**config.mk**
```make
export PLATFORM = sky130hd
export DESIGN_NAME = ghe_ctrl
export DESIGN_NICKNAME = d
export VERILOG_FILES = /design/src/rtl/ghe_pkg.sv /design/src/rtl/ghe_ctrl.sv
export SDC_FILE = /design/constraint.sdc
export NUM_CORES = 1
export LEC_CHECK = 0
export BUFFER_PORTS_ARGS = -buffer_cell sky130_fd_sc_hd__buf_2
export CORE_AREA = 2 2 39 41
export DETAILED_ROUTE_END_ITERATION = 8
export DIE_AREA = 0 0 41 43
export GPL_ROUTABILITY_DRIVEN = 1
export SETUP_SLACK_MARGIN = 0.3
export SYNTH_ARGS = -nofsm -noshare
export SYNTH_HDL_FRONTEND = slang
export SYNTH_SLANG_ARGS = --single-unit
```
**constraint.sdc**
```tcl
create_clock -name clk -period 1.58 [get_ports clk]
set_input_delay 0.474 -clock clk [delete_from_list [all_inputs] [get_ports clk]]
set_output_delay 0.474 -clock clk [all_outputs]
set_load 0.02 [all_outputs]
```
**src/rtl/ghe_pkg.sv**
```systemverilog
// Package for the grayscale histogram engine.
// Holds sizes, item mode codes, controller states and the command/status structs.
// No dependencies.
package ghe_pkg;

  localparam int BINS       = 256;
  localparam int COUNT_BITS = 21;
  localparam int BIN_W      = (BINS > 1) ? $clog2(BINS) : 1;
  localparam int PIX_W      = 8;
  localparam int MODE_W     = 2;
  localparam int OUT_W      = 21;

  localparam logic [COUNT_BITS-1:0] COUNT_MAX = {COUNT_BITS{1'b1}};

  typedef enum logic [MODE_W-1:0] {
    MODE_CLEAR = 2'd0,
    MODE_COUNT = 2'd1,
    MODE_READ  = 2'd2
  } mode_t;

  typedef enum logic [1:0] {
    ST_IDLE,
    ST_COUNT,
    ST_READ
  } state_t;

  typedef struct packed {
    logic load;
    logic sel_bin;
    logic clear;
    logic write;
    logic emit;
  } cmd_t;

  typedef struct packed {
    logic out_full;
  } sts_t;

endpackage

```
**src/rtl/ghe_ctrl.sv**
```systemverilog
// Controller of the grayscale histogram engine.
// Sequences clear, count (read-modify-write) and read transactions; uses ghe_pkg.
module ghe_ctrl (
  input  logic                      clk,
  input  logic                      rst_n,
  input  logic                      in_valid,
  input  logic [ghe_pkg::MODE_W-1:0] in_mode,
  output logic                      in_ready,
  input  ghe_pkg::sts_t             sts,
  output ghe_pkg::cmd_t             cmd
);

  ghe_pkg::state_t state_r, state_nxt;

  always_ff @(posedge clk) begin
    if (!rst_n) begin
      state_r <= ghe_pkg::ST_IDLE;
    end else begin
      state_r <= state_nxt;
    end
  end

  always_comb begin
    state_nxt   = state_r;
    in_ready    = 1'b0;
    cmd         = '0;
    case (state_r)
      ghe_pkg::ST_IDLE: begin
        in_ready = 1'b1;
        if (in_valid) begin
          case (in_mode)
            ghe_pkg::MODE_CLEAR: begin
              cmd.clear = 1'b1;
            end
            ghe_pkg::MODE_COUNT: begin
              cmd.load  = 1'b1;
              state_nxt = ghe_pkg::ST_COUNT;
            end
            ghe_pkg::MODE_READ: begin
              cmd.load    = 1'b1;
              cmd.sel_bin = 1'b1;
              state_nxt   = ghe_pkg::ST_READ;
            end
            default: begin
              state_nxt = ghe_pkg::ST_IDLE;
            end
          endcase
        end
      end
      ghe_pkg::ST_COUNT: begin
        cmd.write = 1'b1;
        state_nxt = ghe_pkg::ST_IDLE;
      end
      ghe_pkg::ST_READ: begin
        if (!sts.out_full) begin
          cmd.emit  = 1'b1;
          state_nxt = ghe_pkg::ST_IDLE;
        end
      end
      default: begin
        state_nxt = ghe_pkg::ST_IDLE;
      end
    endcase
  end

endmodule

```
# After elaboration in Yosys (flattened, before gate mapping)
# Cells that the tools add are included.
dict set report totals {
  regBits 2
  output_inout_bits 6
}
dict set report op_classes {
  n_eq_ne 7
  reduce_logical 4
  mux 13
}
# op n
set ops {}
lappend ops {{$mux 1} 7}
lappend ops {{$mux 3} 2}
lappend ops {{$ne 2x2->1 const B} 3}
lappend ops {{$pmux 2 s3} 1}
lappend ops {{$eq 2x1->1 const B} 2}
lappend ops {{$eq 2x2->1 const B} 2}
lappend ops {{$logic_not 2->1} 2}
lappend ops {{$mux 2} 2}
lappend ops {{$pmux 2 s2} 1}
lappend ops {{$reduce_and 3->1} 1}
lappend ops {{$reduce_or 2->1} 1}

# Depth between registers and ports, before layout
# Gate-level depths: netlist (run 1).
dict set report logic_depth {
  depth_word 5
  mapped_depth 4
  mapped_depth_nobuf 4
}

# Worst setup path before layout (run 1)
# OpenSTA, ideal clock, no wires.
dict set report synth_timing {
  path_kind {input to output}
  from {input port in_mode[0] (netlist bit)}
  to {output port cmd[4] (netlist bit)}
  stages 3
  required_time_ns 1.106
  t_arrival_ns 1.023
  slack_ns 0.083
  path_cell_list {inv_1 -> ha_1 -> and3_1}
}
# element line_no
set synth_rtl {}
lappend synth_rtl {{start, declared} ghe_ctrl.sv:7} ;# input logic [ghe_pkg::MODE_W-1:0] in_mode,
lappend synth_rtl {{end, declared} ghe_ctrl.sv:10} ;# output ghe_pkg::cmd_t cmd

==> out/results.tsv, run 1 <==
stage	metric	value	unit
global_routing	grt_first_pass_wirelength	676	um
yosys	netlist_area	176.4	um^2
setup_path	worstSetupPathType	primary input to output pin	
sta	clock.fmax	0.6346	GHz
sta	finalHoldViolCount	0	
setup_path	cp-end-kind	output pin	
setup_path	worstPathArrival	1.10	ns
sta	slew_headroom	90.41	%
final_layout	drive_gt1_share	84.62	%
global_routing	grt_use_total	6.206	%
pwr	p_total	0.0002528	W
global_routing	antenna_found_initial	0	
route	drc_errors	0	
clock_tree	cts_made_buffers	3	
final_layout	regMostFlops	state_r	
route	vias	210	
final_layout	largest_register_ffs	2	
floorplan	die_h	43	um
route	drt_pass1_iterations	1	
place	place_congestion	0.5985	
final_layout	reg_top3	state_r: 2 flops	
setup_path	path_max_fanout	3	
setup_path	cp-start-kind	primary input	
floorplan	die_w	41	um
yosys	synth_area_per_cell	8.821	um^2
pwr	p_per_area	555.1	nW/um^2
route	routed_wl	446	um
route	drt_iter0_markers	0	
yosys	synth_cell_types	11	
place	hpwl	356.9	um
worst_hold_path	hold_path_class	primary input to register	
sta	setup_violations	0	
clock_tree	cts.sinks	2	
route	postRouteAntennaNets	0	
clock_tree	cts-root-buf	clkbuf_4	
sta	fin_crit_sh	99.73	%
setup_path	path_delay_family	adder cells	
yosys	seq_area_frac_synth	22.70	%
final_layout	fin_cells	55	
yosys	synth_cells	20	
clock_tree	cts.path.max_buffers	2	
route	viasPerCell	3.818	
place	dp.cells	50	
clock_tree	clk_latency	0.23	ns
floorplan	rows	14	
final_layout	area_growth	158.2	%
sta	worst_slew_pin_slew	0.1437	ns
sta	finalClockSkew	0.0006889	ns
setup_path	slowest_delay	0.24	ns
floorplan	die_area	1763	um^2
setup_path	cp.buffers_inverters	3	
sta	rsz0062_at_grt	true	
clock_tree	cts_tree	yes	
place	pre_cts_slack	-0.1334	ns
yosys	synth.net_count	30	
final_layout	num_antenna_cells	0	
pwr	power_leakage	0.2012	nW
run_status	status	completed	
setup_path	crit_path_cell_trace	buf_8 -> inv_8 -> ha_4 -> and3_4 -> buf_6	
global_routing	grt_pass1_vias	207	
sta	fin_ws	0.004247	ns
place	placement.io_buffers	11	
run	drv_cap	0	
floorplan	start_util	12.75	%
sta	post-route-min-period	1.576	ns
clock_tree	htreeDepth	1	
global_routing	grt_overflow	0	
floorplan	num_io_pins	12	
yosys	yosys_warnings	0	
yosys	ys_ff_latch	2	
setup_path	crit_slowest_cell	ha_4	
floorplan	core	1384	um^2
setup_path	required	1.11	ns
clock_tree	cts_hold_buf	0	
pwr	peakVddDrop	0.1365	mV
final_layout	final_nets	51	
clock_tree	clk_pin_slew	0.03	ns
sta	final-max-slew-violation-count	0	
global_routing	grt_max_degree	6	
route	avgRoutedWirePerCell	8.109	um
metal layers:
metal  global-route usage [%]  share of wire (%)
met1                    4.459                 37
met2                    10.31                 55
met5                        0                  0
met3                        0                2.9
met4                    10.00                4.7
per-stage QoR:
| stage | util [%] | area, um^2 | hold slack (ns) | TNS (ns) |
|---|---|---|---|---|
| after floorplan | - | 236.5 | 0.5338 | 0 |
| after global placement | 24.14 | 334.1 | 0.5622 | -0.1937 |
| after detailed placement | 24.14 | 334.1 | 0.5736 | -0.1946 |
| after CTS | 31.19 | 431.7 | 0.4785 | -0.001648 |
| after global routing | 32.91 | 455.4 | 0.5163 | -0.007911 |
| final | 32.91 | 455.4 | 0.5031 | 0 |
worst paths after layout:
| kind | from | endpoint | slack, ns | cells past startpoint |
|---|---|---|---|---|
| setup / recovery | in_mode[0] | cmd[4] | 0.004 | 5 |
| hold / removal | rst_n | state_r[0]$_SDFFE_PN0P_ | 0.50 | 3 |
| setup reg to reg | state_r[1]$_SDFFE_PN0P_ | state_r[1]$_SDFFE_PN0P_ | 0.39 | 3 |
| hold reg to reg | state_r[0]$_SDFFE_PN0P_ | state_r[0]$_SDFFE_PN0P_ | 0.59 | 2 |
power by group:
part | switching, W | internal [W]
registers | 0.00000308 | 0.0000501
logic | 0.0000341 | 0.0000491
clock network | 0.0000323 | 0.0000841
layout by cell type, fill, tap and decap left out, drive strengths merged:
cell / synthesis / routed
o21ai: 1 / 1
nor2b: 1 / 1
clkbuf: 0 / 3
nand4b: 1 / 1
nand2: 2 / 2
inv: 2 / 2
nor2: 2 / 2
ha: 4 / 4
or4b: 1 / 1
nor3b: 1 / 1
dfxtp: 2 / 2
buf: 0 / 16
and3: 3 / 3
final cells by class:
| class | count | area [um^2] |
|---|---|---|
| multi-input cells | 16 | 185.2 |
| flip-flops and latches | 2 | 47.55 |
| clock buffers | 3 | 22.52 |
| inverters | 2 | 27.53 |
| repair buffers | 16 | 152.6 |
| fillers | 153 | 928.4 |
| well taps | 16 | 20.02 |
worst reg2reg max path: stages, from the launching register on:
cell and delay (ns):
dfxtp_4 0.35, buf_4 0.14, or4b_4 0.52, o21ai_2 0.11
cells in the mapped netlist:
| cell type | number | area, um^2 |
|---|---|---|
| nand2_1 | 2 | 7.510 |
| or4b_4 | 1 | 13.76 |
| nor2_1 | 2 | 7.510 |
| dfxtp_1 | 2 | 40.04 |
| nor2b_1 | 1 | 6.260 |
| inv_1 | 2 | 7.510 |
| and3_1 | 3 | 18.77 |
| nor3b_1 | 1 | 7.510 |
| o21ai_2 | 1 | 8.760 |
| ha_1 | 4 | 50.05 |
| nand4b_1 | 1 | 8.760 |
logic make-up (layout without fill, tap and decap cells):
| logic type | Yosys count | in the layout | synth area share, % |
|---|---|---|---|
| AND/OR/NAND/NOR | 11 | 11 | 39.72 |
| adder cells (fa/ha/maj) | 4 | 4 | 28.37 |
| flip-flops | 2 | 2 | 22.70 |
| buffers and inverters | 2 | 21 | 4.257 |
| AO/OA/AOI/OAI | 1 | 1 | 4.965 |
what timing repair did:
action | 4_1_cts | 5_1_grt
setup buffers | 2 | 0
endpoints found under the hold margin | 0 | 0
endpoints found under the setup margin | 6 | 8
pin swaps | 4 | 3
resized for setup | 20 | 5
Power figures use the tool's default switching activity.
==> run 2: changes to the inputs <==
Settings changed: SETUP_SLACK_MARGIN 0.3 to 0.4.
==> run 2 against run 1 <==
The run now ends with negative setup slack left. Utilization grew 2.3 points. Cell count rose by 5.5%. Sequential share of layout area fell by 0.67 points. Largest cell class is now non-clock buffers. Highest routed layer unchanged.
==> out/results.tsv, run 2 (synthesis gave the netlist of run 1 again) <==
stage	metric	value	unit
run_status	status	finished, violations left	
run_status	failed_checks	negative setup slack	
global_routing	grt_max_degree	5	
route	vias	231	
route	postRouteAntennaNets	0	
clock_tree	cts.sinks	2	
final_layout	final_common_cell	buf_4	
floorplan	die_area	1763	um^2
final_layout	largest_register_ffs	2	
route	routed_wl	569	um
final_layout	regArea	47.55	um^2
floorplan	die_w	41	um
setup_path	r2r_start	state_r[0]$_SDFFE_PN0P_	
place	place_congestion	0.6084	
setup_path	crit_path_start	in_mode[0]	
final_layout	drive_gt1_share	80.95	%
sta	final-max-slew-violation-count	0	
final_layout	final_nets	54	
sta	clock.fmax	0.6297	GHz
place	hpwl	406.8	um
setup_path	worstPathArrival	1.11	ns
final_layout	reg_top3	state_r: 2 flops	
run	drv_cap	0	
floorplan	core	1384	um^2
floorplan	start_util	12.75	%
pwr	p_total	0.0002606	W
setup_path	cp-end-kind	output pin	
clock_tree	clk_latency	0.23	ns
clock_tree	cts-root-buf	clkbuf_4	
setup_path	path_max_fanout	3	
pwr	peakVddDrop	0.1239	mV
sta	finalHoldViolCount	0	
route	drt_pass1_iterations	4	
route	avgRoutedWirePerCell	9.810	um
clock_tree	htreeDepth	1	
global_routing	grt_use_total	7.608	%
global_routing	grt_pass1_vias	222	
place	place_area	345.3	um^2
floorplan	num_io_pins	12	
route	viasPerCell	3.983	
final_layout	n_fill_cell	143	
pwr	p_per_area	535.3	nW/um^2
place	placement.io_buffers	11	
sta	setup_violations	1	
clock_tree	clk_pin_slew	0.03	ns
final_layout	final_area	486.7	um^2
clock_tree	cts_hold_buf	0	
sta	slew_headroom	90.59	%
final_layout	final_cell_mix	buf_4, buf_6, and3_4, ha_1, clkbuf_4	
worst_hold_path	min_from	rst_n	
setup_path	worstSetupPathType	primary input to output pin	
route	drt_iter0_markers	5	
worst_hold_path	hold_path_class	primary input to register	
clock_tree	cts.path.max_buffers	2	
sta	finalClockSkew	0.001631	ns
setup_path	cp-start-kind	primary input	
sta	worst_slew_pin_slew	0.1411	ns
final_layout	num_antenna_cells	0	
clock_tree	cts_made_buffers	3	
pwr	power_leakage	0.2226	nW
setup_path	required	1.11	ns
clock_tree	cts_tree	yes	
route	drc_errors	0	
floorplan	rows	14	
final_layout	area_growth	175.9	%
global_routing	grt_overflow	0	
sta	fin_crit_sh	100.5	%
global_routing	antenna_found_initial	0	
final_layout	regMostFlops	state_r	
sta	rsz0062_at_grt	true	
global_routing	grt_first_pass_wirelength	821	um
floorplan	die_h	43	um
sta	post-route-min-period	1.588	ns
sta	fin_ws	-0.008034	ns
final_layout	multiInputGateArea	175.2	um^2
[run 2: area by class of cell]
cell class	instances	area share, %
well taps	16	4.113
repair buffers	19	38.82
multi-input cells	16	35.99
clock buffers	3	4.627
inverters	2	6.684
flip-flops and latches	2	9.769
[run 2: metrics by stage]
step / utilization [%] / setup slack, ns / std cells / TNS [ns] / hold WS (ns)
2_1_floorplan: - / 0.1747 / 20 / 0 / 0.5394
6_report: 35.17 / -0.008034 / 58 / -0.008034 / 0.4951
5_1_grt: 35.17 / -0.02357 / 58 / -0.02357 / 0.4990
4_1_cts: 34.63 / -0.008912 / 57 / -0.008912 / 0.4820
3_5_place_dp: 24.95 / -0.1378 / 50 / -0.2231 / 0.5814
3_3_place_gp: 24.95 / -0.1405 / 50 / -0.2212 / 0.5699
[run 2: worst max-delay path, stage by stage]
cell and delay [ns]:
buf_12 0.09, inv_12 0.03, ha_4 0.24, and3_4 0.17, buf_6 0.11
[run 2: timing repair]
| item | 4_1_cts | 5_1_grt |
|---|---|---|
| gates resized for setup | 26 | 0 |
| endpoints found under the setup margin | 8 | 8 |
| buffers inserted | 4 | 1 |
| pin swaps | 3 | 3 |
[run 2: power breakdown]
group | leakage, nW | switching (W) | internal (W)
combinational | 0.191 | 0.0000368 | 0.0000564
sequential | 0.0178 | 0.00000263 | 0.0000501
clock | 0.0138 | 0.0000307 | 0.0000839
total | 0.223 | 0.0000701 | 0.000190
[run 2: layer usage]
metal,share of wire [%],track usage [%]
met1,38,7.962
met4,3.3,10.00
met3,13,1.571
met5,0,0
met2,46,10.31
[run 2: final timing paths]
| kind | to | slack [ns] | cells past startpoint |
|---|---|---|---|
| worst max-delay path | cmd[4] | -0.008 | 5 |
| worst min-delay path | state_r[0]$_SDFFE_PN0P_ | 0.50 | 3 |
| worst max register to register | state_r[1]$_SDFFE_PN0P_ | 0.38 | 3 |
| worst min register to register | state_r[1]$_SDFFE_PN0P_ | 0.60 | 2 |
==> run 3: changes to the inputs <==
Clock period 1.58 ns to 1.4 ns, I/O delays scaled along.
==> run 3 against run 2 <==
The flow still finishes with violations (negative setup slack). Clock skew rose by 0.0035 ns. Largest power group unchanged. Highest routed layer is now met3. Utilization fell by 0.18 points. First-iteration DRC count fell by 80%. Non-clock buffer count did not move. Sequential cell count did not move. Hold slack got worse by 0.056 ns.
==> out/results.tsv, run 3 (synthesis gave the netlist of run 1 again) <==
stage	metric	value	unit
sta	clock.fmax	0.6759	GHz
route	viasPerCell	3.949	
route	drt_pass1_iterations	2	
route	routed_wl	531	um
global_routing	grt_overflow	0	
worst_hold_path	hold_path_class	primary input to register	
floorplan	num_io_pins	12	
final_layout	final_area	484.2	um^2
setup_path	worstPathArrival	1.06	ns
clock_tree	clk_pin_slew	0.03	ns
clock_tree	htreeDepth	1	
sta	slew_headroom	90.39	%
place	placement.io_buffers	11	
sta	finalClockSkew	0.005138	ns
route	avgRoutedWirePerCell	9.000	um
clock_tree	cts-root-buf	clkbuf_4	
global_routing	grt_pass1_vias	222	
floorplan	die_h	43	um
sta	rsz0062_at_grt	true	
setup_path	worstSetupPathType	primary input to output pin	
run	drv_cap	0	
final_layout	num_antenna_cells	0	
setup_path	cp-start-kind	primary input	
final_layout	final_core_util	34.99	%
route	drc_errors	0	
final_layout	fin_cells	59	
floorplan	start_util	12.75	%
global_routing	grt_use_total	7.007	%
global_routing	grt_first_pass_wirelength	807	um
run_status	failed_checks	negative setup slack	
sta	post-route-min-period	1.480	ns
global_routing	grt_max_degree	6	
place	place_congestion	0.6595	
floorplan	rows	14	
route	postRouteAntennaNets	0	
sta	setup_violations	3	
run_status	status	finished, violations left	
route	drt_iter0_markers	1	
place	hpwl	401.2	um
setup_path	required	0.98	ns
sta	final-max-slew-violation-count	0	
clock_tree	cts_made_buffers	3	
place	pre_cts_slack	-0.2167	ns
floorplan	core	1384	um^2
sta	fin_crit_sh	105.7	%
final_layout	area_growth	174.5	%
place	dp.cells	51	
pwr	power_leakage	0.2216	nW
sta	worst_slew_pin_slew	0.1440	ns
route	vias	233	
pwr	p_per_area	631.3	nW/um^2
final_layout	reg_top3	state_r: 2 flops	
setup_path	cp-end-kind	output pin	
place	place_area	360.3	um^2
pwr	peakVddDrop	0.2063	mV
final_layout	regMostFlops	state_r	
clock_tree	cts_hold_buf	0	
floorplan	die_w	41	um
global_routing	antenna_found_initial	0	
sta	fin_ws	-0.07954	ns
clock_tree	cts_tree	yes	
final_layout	final_cell_mix	buf_4, buf_6, buf_2	
sta	finalHoldViolCount	0	
final_layout	final_nets	54	
setup_path	path_max_fanout	3	
final_layout	final_common_cell	buf_4	
clock_tree	clk_latency	0.23	ns
floorplan	die_area	1763	um^2
clock_tree	cts.path.max_buffers	2	
sta	fin_hold_ws	0.4391	ns
final_layout	drive_gt1_share	79.07	%
clock_tree	cts.sinks	2	
final_layout	largest_register_ffs	2	
[run 3: changes by cell type in the layout (fill, tap and decap cells not counted)]
cell,change
buf_6,-1
clkbuf_1,+1
nor2b_4,+1
buf_2,+2
buf_4,-1
and3_4,-1
and3_1,+1
nor2b_1,-1
[run 3: power breakdown]
group	total [W]	switching (W)	internal, W
clock network	0.000145	0.0000385	0.000106
logic	0.000101	0.0000412	0.0000602
registers	0.0000596	0.00000311	0.0000565
total	0.000306	0.0000827	0.000223
[run 3: metrics by stage]
step	power [W]	TNS (ns)
after floorplan	0.0001033	0
after global placement	0.0001374	-0.6409
after detailed placement	0.0001386	-0.6846
after CTS	0.0003113	-0.2281
after global routing	0.0003224	-0.2349
final	0.0003057	-0.1594
[run 3: final timing paths]
check | start | end | slack [ns] | depth (start not counted)
max | in_mode[0] | cmd[4] | -0.08 | 5
max reg2reg | state_r[1]$_SDFFE_PN0P_ | state_r[1]$_SDFFE_PN0P_ | 0.16 | 4
min | rst_n | state_r[0]$_SDFFE_PN0P_ | 0.44 | 3
min reg2reg | state_r[1]$_SDFFE_PN0P_ | state_r[1]$_SDFFE_PN0P_ | 0.54 | 2
[run 3: critical path: stages]
cell	delay (ns)
buf_12	0.09
inv_12	0.03
ha_4	0.24
and3_4	0.17
buf_6	0.11
[run 3: layer usage]
metal / part of all wire (%) / vias up / track usage (%)
li1: - / 118 / -
met4: 0 / 0 / 8.000
met1: 38 / 103 / 7.962
met5: 0 / - / 0
met2: 47 / 12 / 8.750
met3: 15 / 0 / 2.618
[run 3: cell type report]
type,count,area [um^2]
Clock buffer,4,26.28
Fill cell,154,899.6
Inverter,2,32.53
Multi-Input combinational cell,16,177.7
Sequential cell,2,47.55
Tap cell,16,20.02
Timing Repair Buffer,19,180.2
[run 3: what timing repair did]
item | in CTS | in global routing
gates resized for setup | 19 | 1
endpoints found under the setup margin | 8 | 8
pin swaps | 5 | 3
hold endpoints to repair | 0 | 0
setup buffers | 3 | 1
